$ cat src/hdl/tpcm_pkg.sv
// types and constants of the touch pad click mapper
// no dependencies
package tpcm_pkg;

  typedef enum logic [2:0] {
    ACT_NONE        = 3'd0,
    ACT_LEFT        = 3'd1,
    ACT_RIGHT       = 3'd2,
    ACT_MIDDLE      = 3'd3,
    ACT_SCROLL_UP   = 3'd4,
    ACT_SCROLL_DOWN = 3'd5,
    ACT_CLUTCH      = 3'd6,
    ACT_SCROLL_MODE = 3'd7
  } action_t;

  typedef logic [1:0] cfg_idx_t;
  localparam cfg_idx_t CFG_MODIFIER = 2'd0;
  localparam cfg_idx_t CFG_PRIMARY  = 2'd1;
  localparam cfg_idx_t CFG_ALT      = 2'd2;

  localparam logic [1:0] KIND_PRESS   = 2'd0;
  localparam logic [1:0] KIND_RELEASE = 2'd1;

  localparam logic [2:0] BTN_NONE   = 3'b000;
  localparam logic [2:0] BTN_LEFT   = 3'b001;
  localparam logic [2:0] BTN_RIGHT  = 3'b010;
  localparam logic [2:0] BTN_MIDDLE = 3'b100;

  localparam logic signed [1:0] WHEEL_NONE = 2'sb00;
  localparam logic signed [1:0] WHEEL_UP   = 2'sb01;
  localparam logic signed [1:0] WHEEL_DOWN = 2'sb11;

  localparam logic [2:0] MOD_NONE  = 3'd7;
  localparam int unsigned ALT_SLOTS = 3;

  // one result item as it sits in the output register
  typedef struct packed {
    logic              report_valid;
    logic [2:0]        button_bits;
    logic signed [1:0] wheel_step;
    logic              clutch_on;
    logic              scroll_mode_on;
  } result_t;

endpackage

$ cat src/hdl/touch_pad_click_mapper.sv
// touch pad click mapper: pad press/release events to mouse button reports
// depends on tpcm_pkg
//
// usage:
//   in_*  : one pad event per request; in_tdata holds pad_index in bits 2:0,
//           in_tuser holds event_kind in bits 1:0 and asleep in bit 2
//   out_* : one result per event; out_tuser[0] is report_valid, out_tdata
//           holds button_bits, wheel_step, clutch_on, scroll_mode_on
//   cfg_* : register writes (modifier pad, primary actions, alternate
//           actions), taken at any edge with cfg_we high; the user writes
//           them only while idle, which the block itself does not enforce
// path: an accepted event goes through the input then the result register
// throughput: one event per cycle while the output is not stalled; the
//   held mask, button bits and flags update between input and result registers
// reset: synchronous active-low rst_n clears both pipeline valid bits, the
//   held mask, buttons, flags and cfg registers (modifier pad reads as none)
// stall: while out_tready is low the result holds; the input register
//   takes one more request only if it is empty, then in_tready drops
module touch_pad_click_mapper
  import tpcm_pkg::*;
#(
  parameter int unsigned PAD_COUNT = 4
) (
  input  logic        clk,
  input  logic        rst_n,
  input  logic        in_tvalid,
  output logic        in_tready,
  input  logic [7:0]  in_tdata,   // [2:0] pad_index, [7:3] zero
  input  logic [2:0]  in_tuser,   // [1:0] event_kind, [2] asleep
  output logic        out_tvalid,
  input  logic        out_tready,
  // [2:0] button_bits, [4:3] wheel_step, [5] clutch_on,
  // [6] scroll_mode_on, [7] zero
  output logic [7:0]  out_tdata,
  output logic [0:0]  out_tuser,  // [0] report_valid
  input  logic        cfg_we,
  input  cfg_idx_t    cfg_index,
  input  logic [11:0] cfg_wdata
);

  // configuration
  logic [2:0]       mod_pad_r;
  logic [3:0][2:0]  primary_r;
  logic [2:0][2:0]  alt_r;

  // input register
  logic             in_valid_r;
  logic [1:0]       in_kind_r;
  logic [2:0]       in_pad_r;
  logic             in_asleep_r;

  // block state
  logic [PAD_COUNT-1:0] held_r, held_nxt;
  logic [2:0]           buttons_r, buttons_nxt;
  logic                 clutch_r, clutch_nxt;
  logic                 scroll_r, scroll_nxt;

  // result register
  logic             out_valid_r;
  result_t          res_r, res_nxt;

  logic             advance;
  logic             ev_ok;
  logic             press;
  logic             is_mod;
  logic             mod_held;
  logic [PAD_COUNT-1:0] pad_bit;
  logic [PAD_COUNT-1:0] mod_bit;
  logic [PAD_COUNT-1:0] held_upd;
  logic [2:0]       slot;
  action_t          prim_act;
  action_t          alt_act;
  action_t          act;
  logic [2:0]       btn_mask;
  logic             report;
  logic signed [1:0] wheel;

  assign advance   = in_valid_r && (!out_valid_r || out_tready);
  assign in_tready = !in_valid_r || advance;

  // configuration writes
  always_ff @(posedge clk) begin
    if (!rst_n) begin
      mod_pad_r <= MOD_NONE;
      primary_r <= '0;
      alt_r     <= '0;
    end else if (cfg_we) begin
      case (cfg_index)
        CFG_MODIFIER: mod_pad_r <= cfg_wdata[2:0];
        CFG_PRIMARY:  primary_r <= cfg_wdata[11:0];
        CFG_ALT:      alt_r     <= cfg_wdata[8:0];
        default:      ;
      endcase
    end
  end

  // event decode
  always_comb begin
    ev_ok    = !in_asleep_r && (in_kind_r == KIND_PRESS || in_kind_r == KIND_RELEASE)
               && (in_pad_r < 3'(PAD_COUNT));
    press    = (in_kind_r == KIND_PRESS);
    is_mod   = (in_pad_r == mod_pad_r);
    pad_bit  = PAD_COUNT'(1) << in_pad_r;
    // modifier outside the pad range shifts out to zero: never held
    mod_bit  = PAD_COUNT'(1) << mod_pad_r;
    held_upd = press ? (held_r | pad_bit) : (held_r & ~pad_bit);
    mod_held = |(held_upd & mod_bit);

    // alternate slot skips the modifier's position
    slot     = (in_pad_r < mod_pad_r) ? in_pad_r : in_pad_r - 3'd1;
    prim_act = action_t'(primary_r[in_pad_r[1:0]]);
    case (slot)
      3'd0:    alt_act = action_t'(alt_r[0]);
      3'd1:    alt_act = action_t'(alt_r[1]);
      3'd2:    alt_act = action_t'(alt_r[2]);
      default: alt_act = ACT_NONE;
    endcase
    act = mod_held ? alt_act : prim_act;
  end

  // action effects
  always_comb begin
    held_nxt    = held_r;
    buttons_nxt = buttons_r;
    clutch_nxt  = clutch_r;
    scroll_nxt  = scroll_r;
    btn_mask    = BTN_NONE;
    report      = 1'b0;
    wheel       = WHEEL_NONE;
    if (ev_ok) begin
      held_nxt = held_upd;
      if (!is_mod) begin
        case (act)
          ACT_LEFT:   btn_mask = BTN_LEFT;
          ACT_RIGHT:  btn_mask = BTN_RIGHT;
          ACT_MIDDLE: btn_mask = BTN_MIDDLE;
          ACT_SCROLL_UP: begin
            report = press;
            wheel  = press ? WHEEL_UP : WHEEL_NONE;
          end
          ACT_SCROLL_DOWN: begin
            report = press;
            wheel  = press ? WHEEL_DOWN : WHEEL_NONE;
          end
          ACT_CLUTCH:      clutch_nxt = press;
          ACT_SCROLL_MODE: scroll_nxt = press;
          default:         ;
        endcase
        if (btn_mask != BTN_NONE) begin
          buttons_nxt = press ? (buttons_r | btn_mask) : (buttons_r & ~btn_mask);
          report      = 1'b1;
        end
      end
    end
    res_nxt.report_valid   = report;
    res_nxt.button_bits    = buttons_nxt;
    res_nxt.wheel_step     = wheel;
    res_nxt.clutch_on      = clutch_nxt;
    res_nxt.scroll_mode_on = scroll_nxt;
  end

  // control and state
  always_ff @(posedge clk) begin
    if (!rst_n) begin
      in_valid_r  <= 1'b0;
      out_valid_r <= 1'b0;
      held_r      <= '0;
      buttons_r   <= '0;
      clutch_r    <= 1'b0;
      scroll_r    <= 1'b0;
    end else begin
      if (in_tready) begin
        in_valid_r <= in_tvalid;
      end
      if (advance) begin
        out_valid_r <= 1'b1;
        held_r      <= held_nxt;
        buttons_r   <= buttons_nxt;
        clutch_r    <= clutch_nxt;
        scroll_r    <= scroll_nxt;
      end else if (out_tready) begin
        out_valid_r <= 1'b0;
      end
    end
  end

  // payload
  always_ff @(posedge clk) begin
    if (in_tready && in_tvalid) begin
      in_kind_r   <= in_tuser[1:0];
      in_pad_r    <= in_tdata[2:0];
      in_asleep_r <= in_tuser[2];
    end
    if (advance) begin
      res_r <= res_nxt;
    end
  end

  assign out_tvalid = out_valid_r;
  assign out_tuser  = res_r.report_valid;
  assign out_tdata  = {1'b0, res_r.scroll_mode_on, res_r.clutch_on,
                       res_r.wheel_step, res_r.button_bits};

endmodule

$ cat config.mk
export PLATFORM = sky130hd
export DESIGN_NAME = touch_pad_click_mapper
export DESIGN_NICKNAME = d
export VERILOG_FILES = /design/src/hdl/tpcm_pkg.sv /design/src/hdl/touch_pad_click_mapper.sv
export SDC_FILE = /design/constraint.sdc
export NUM_CORES = 1
export LEC_CHECK = 0
export BUFFER_PORTS_ARGS = -buffer_cell sky130_fd_sc_hd__buf_2
export CELL_PAD_IN_SITES_DETAIL_PLACEMENT = 2
export CELL_PAD_IN_SITES_GLOBAL_PLACEMENT = 2
export CORE_ASPECT_RATIO = 0.7
export CORE_MARGIN = 3
export CORE_UTILIZATION = 33
export DETAILED_ROUTE_END_ITERATION = 8
export PLACE_DENSITY_LB_ADDON = 0.1
export SLEW_MARGIN = 20
export SYNTH_ARGS = -nofsm -noshare
export SYNTH_HDL_FRONTEND = slang
export SYNTH_SLANG_ARGS = --single-unit
$ cat constraint.sdc
create_clock -name clk -period 2.95 [get_ports clk]
set_input_delay 0.1475 -clock clk [delete_from_list [all_inputs] [get_ports clk]]
set_output_delay 0.1475 -clock clk [all_outputs]
set_load 0.05 [all_outputs]
**Word-level counts from Yosys, hierarchy flattened**

Index checks and enable logic that the tools add are counted.

- Memories kept: 0
- Flip-flop bits (word level): 49
- Bits in writable memories: 0
- Bits in latches: 0
- Input bits: 30
- Output and inout bits: 11
- Bits in read-only memories: 0

- Reduce and logical (&&, ||, !) cells: 22
- $add $sub $neg: 1
- Bitwise gates (word level): 8
- Equality and inequality tests: 13
- $mul: 0
- $lt $le $gt $ge: 3
- Div/mod/pow operators: 0
- Muxes and demuxes: 26
- Shifts and indexed selects: 2

Operators with widths:

| operator | count |
|---|---|
| $mux 3 | 9 |
| $pmux 3 s3 | 2 |
| $eq 3x3->1 const B | 4 |
| $mux 1 | 11 |
| $eq 3x2->1 const B | 3 |
| $and 4x4->4 | 2 |
| $reduce_and 2->1 | 4 |
| $shl 1x3->4 const A | 2 |
| $bmux 3 s2 | 1 |
| $eq 3x1->1 const B | 2 |
| $eq 2x1->1 const B | 2 |
| $logic_and 1x1->1 | 4 |
| $logic_not 2->1 | 2 |
| $mux 4 | 1 |
| $not 4->4 | 1 |
| $or 4x4->4 | 1 |
| $pmux 2 s2 | 1 |
| $reduce_or 2->1 | 2 |
| $reduce_or 4->1 | 1 |
| $and 3x3->3 | 1 |
| $eq 3x3->1 | 1 |
| $logic_not 1->1 | 3 |
| $logic_not 3->1 | 1 |
| $logic_or 1x1->1 | 3 |
| 11 further kinds | 11 |

**Depth between registers and ports, before layout**

- Depth after elaboration: 17
- Mapped depth: 11
- Mapped depth without buffers: 9

**Worst setup path after synthesis**

OpenSTA, ideal clock, no wires.

- Path type: register to register
- Start: reg in_pad_r[0]
- End: reg res_r, in the netlist out_tdata[1], data pin
- Path buffers: 1
- Setup slack: -153 ps
- Arrival time: 2,843 ps
- Library setup time: 260 ps
- Stages on the path, launching flop included: 11
- Path through: edfxtp_1 > buf_2 > inv_1 > ha_1 > and2b_1 > mux2i_1 > mux4_2 > nor2_4 > mux2_2 > nor3b_1 > mux2_2

- Word-level cells in the longest chain between the ends: 17
- Elaborated cells between the ends (all ways): 34
- Classes of those cells: add/sub: 1; order compare: 2; eq/ne: 6; shift: 1; mux: 13; bitwise: 7; reduce/logical: 4

RTL lines:

| element | line | source |
|---|---|---|
| from (decl) | touch_pad_click_mapper.sv:49 | `logic [2:0] in_pad_r;` |
| from (signal assigned) | touch_pad_click_mapper.sv:191 | `in_pad_r <= in_tdata[2:0];` |
| parallel branches: the longest is 16 deep, another holds $sub 3x1->3 | - |  |
| $mux 3 (*) | touch_pad_click_mapper.sv:130 | `if (ev_ok) begin` |
| named net buttons_nxt[1] | touch_pad_click_mapper.sv:54 | `logic [2:0] buttons_r, buttons_nxt;` |
| to (signal assigned) | touch_pad_click_mapper.sv:195 | `res_r <= res_nxt;` |
| to (decl) | touch_pad_click_mapper.sv:60 | `result_t res_r, res_nxt;` |

Mark *: on every way through the listed nets, which the timed path passes. The select of a mux whose other input is x is not followed.
A chain may end at the register's enable or synchronous reset.

**Final worst setup path**

- Start: reg in_pad_r[0]
- End: reg res_r, in the netlist out_tdata[6], data pin

- Word-level cells in the longest chain between the ends: 11
- Elaborated cells between the ends (all ways): 24
- Classes of those cells: add/sub: 1; order compare: 2; eq/ne: 4; shift: 1; mux: 9; bitwise: 4; reduce/logical: 3

RTL lines:

| element | line | source |
|---|---|---|
| parallel branches: the longest is 10 deep, another holds $sub 3x1->3 | - |  |
| $mux 1 (*) | touch_pad_click_mapper.sv:130 |  |
| named net scroll_nxt | touch_pad_click_mapper.sv:56 | `logic scroll_r, scroll_nxt;` |

Marks and branches as above.

==> metrics.md <==
| Metric | Value |
|---|---|
| Status | finished with violations |
| Failing checks | setup timing |
| Share of cells above drive strength 1 | 0.430 |
| Slew Limit Headroom | 0.480 |
| Hold Crit Start | in_tdata[0] |
| Psw | 0.447 mW |
| Root Buffer | clkbuf_16 |
| Dpl hpwl | a little under 6000 microns |
| Seq/Total Area, Yosys | 0.422 |
| Most common flop cell mapped by yosys | dfxtp_1 |
| Final slew viol count | 0 |
| Final setup viols | 9 |
| Core Area | 7550 sq um |
| I/O Pins | between 40 and 50 |
| Cells after Synth | 245 |
| Grt ovf | 0 |
| Crit path cell chain | inv_2 > ha_1 > and3b_2 > o2111ai_2 > nand3_2 > buf_6 > a2111o_1 > mux2i_4 > buf_6 > nand3b_1 > mux2_4 |
| CP max-delay cell | edfxtp_1 |
| Largest net degree at the start of global routing | 37 |
| Dominant cell type by area after synthesis | dfxtp_1 |
| Internal power | 1.16 mW |
| CTS tree | done |
| Max IR drop VDD | roughly 230 uV |
| Die width | about 110 microns |
| Avg WL per Cell | 21.9 microns |
| Critical path capture point type | register |
| FILL cells | between 700 and 800 |
| Yosys cell types | 54 |
| Critical path class | reg2reg |
| Fin Hold WS | 0.0302 ns |
| Pre-CTS setup slack | -0.142 ns |
| Setup ws final | -0.147 ns |
| Top cell type's share of synthesized area | 0.264 |
| Initial drt markers | 66 |
| ANT nets after route | 0 |
| Post-synth top cells | mux2i_1, dfxtp_1, nor2b_1 |
| Sequential share of power | 0.455 |
| Cts bufs inserted | 5 |
| Setup_tns | -0.759 ns |
| Leakage | between 1.5 and 2 nW |
| Most frequent CP cell | buf_6 |
| CP required | about 3 ns |
| Critical Path Source | in_pad_r[0] |
| Total clock sinks | 49 |
| Nets | around 370 |
| First-pass GRT wire length | 13,300 microns |
| Die Span Y | approximately 80 microns |
| FFs w/ async S/R, synth | 0 |
| Pwr dens | 433 nW/um^2 |
| DRC | 0 |
| DR vias | 2,185 |
| Final Hold Vio Count | 0 |
| Drt pass-1 iters | 4 |
| Clock transition at the registers of the reported paths | approximately 0.070 ns |
| Crit-path max cell delay | 0.46 ns |
| Sw Ratio | 0.279 |
| # H-tree levels | 2 |
| F_max | about 0.32 GHz |
| # rows | 26 |
| Vias in the first global route | 2,368 |
| Ys Warns | 0 |
| Post-synthesis register bit count | 49 |
| Count leader, synth | mux2i_1 |
| RSZ-0062 raised after global routing | yes |
| Area contributors post-synth | dfxtp_1, edfxtp_1, mux2i_1 |
| Critical R2R Launch | in_pad_r[0] |
| Post-synth net total | 283 |
| Initial antenna violation count | 0 |
| Final wirelength | 9350 microns |
| CP Max Fanout | 5 |
| Tmin final | approximately 3.1 ns |
| GP Congestion | between 0.8 and 0.9 |
| Max clock buf depth | 2 |
| Total track usage | 0.192 |
| Antenna Cells | 0 |
| Gate power share | 0.178 |
| Die area | a little over 9000 sq um |
| Vias per inst | a little over 5 |
| Number of I/O port buffers | 34 |
| Mean post-synth cell area | ~11 sq um |
| Skew final | about 0.0094 ns |
| Initial core utilization | 0.352 |
| Tcrit/Tclk final | 1.05 |
| Type of origin of the critical path | register |
| WP data arrival | 3.15 ns |
| Worst min path class | in2reg |
| Layout area overhead | 39.4% |
| Number of enable flip-flop cells after synthesis | 14 |
| Netlist Area Pre-Place | 2660 sq um |
| Slew @ Worst Pin | 0.777 ns |
| Maxcap violations | 0 |
| Clock power share | 0.368 |
| Tot Pwr | 1.60 mW |
| Later-pin clock latency in the skew report | 0.29 ns |
-- cells in the final DEF (no fill, tap or decap), types with 4 or more instances in the layout --
master	n
clkbuf_16	5
buf_4	41
inv_1	5
nor2b_1	27
mux2i_1	37
buf_2	35
mux2_4	5
nor2_1	4
buf_6	11
ha_4	6
dfxtp_1	35
edfxtp_1	14
nand3b_1	5
nand2_1	17
-- cell type report --
class,count,area (sq um),share of cell area
multi-input cells,177,1680,0.454
clock buffers,6,129,0.0348
clock inverters,2,13.8,0.00372
well taps,98,123,0.0331
flip-flops and latches,49,1120,0.303
repair buffers,87,607,0.164
inverters,7,28.8,0.00778
-- metal layers --
metal / track usage / share of wire / up-vias
met3: 0.0305 / 0.022 / 7
met4: 0.0504 / 0.0075 / 0
met5: 0 / 0 / -
met1: 0.278 / 0.47 / 1097
met2: 0.301 / 0.50 / 29
li1: - / - / 1052
-- critical path: cells and delay by family, from the launching register on --
| family | cells | cell delay (ns) |
|---|---|---|
| multiplexers | 2 | 0.49 |
| AND/OR/NAND/NOR | 3 | 0.56 |
| AO/OA/AOI/OAI | 2 | 0.66 |
| adder cells (fa/ha/maj) | 1 | 0.19 |
| flip-flops | 1 | 0.46 |
| buffers and inverters | 3 | 0.48 |
-- per-stage QoR --
step / cell area [sq um] / utilization / std cells
4_1_cts: 3500 / 0.463 / 417
2_1_floorplan: 2670 / - / 245
6_report: 3700 / 0.490 / 426
3_3_place_gp: 3160 / 0.419 / 400
3_5_place_dp: 3160 / 0.419 / 400
5_1_grt: 3700 / 0.490 / 426
-- power by group through the flow --
| stage | clock network [mW] | registers [mW] | logic, mW |
|---|---|---|---|
| floorplan | 0 | 0.759 | 0.113 |
| global placement | 0 | 0.741 | 0.220 |
| detailed placement | 0 | 0.743 | 0.226 |
| CTS | 0.594 | 0.728 | 0.250 |
| global route | 0.633 | 0.732 | 0.306 |
| finish | 0.590 | 0.729 | 0.285 |
-- state kept, by name (all words and copies together), names as in the netlist --
name and cells:
out_tdata 7, in_asleep_r 1, in_kind_r 2, held_r 4, in_valid_r 1, buttons_r 3
clutch_r 1, primary_r 12, scroll_r 1, in_pad_r 3, alt_r 9, mod_pad_r 3
out_tvalid 1, out_tuser 1
-- kinds of logic after synthesis --
kind of cell	after synthesis	share of synthesized area
compound gates	27	0.0815
mux	50	0.206
other cells	1	0.00141
xor+xnor	1	0.00330
flops	49	0.422
fa+ha+maj	8	0.0377
buf+inv	19	0.0325
simple gates	90	0.215
-- worst paths after layout --
check,endpoint,cells past startpoint,slack (ns)
setup / recovery,out_tdata[6],11,-0.15
hold / removal,in_pad_r[0],1,0.03
setup reg to reg,out_tdata[6],11,-0.15
hold reg to reg,buttons_r[2],2,0.46
-- timing repair --
action,4_1_cts,5_1_grt
buffers inserted,8,10
gates cloned,1,0
pin swaps,7,12
endpoints found under the hold margin,0,0
setup endpoints to repair,8,12
hold buffers,0,0
gates resized for setup,25,29
Power figures use the tool's default switching activity.
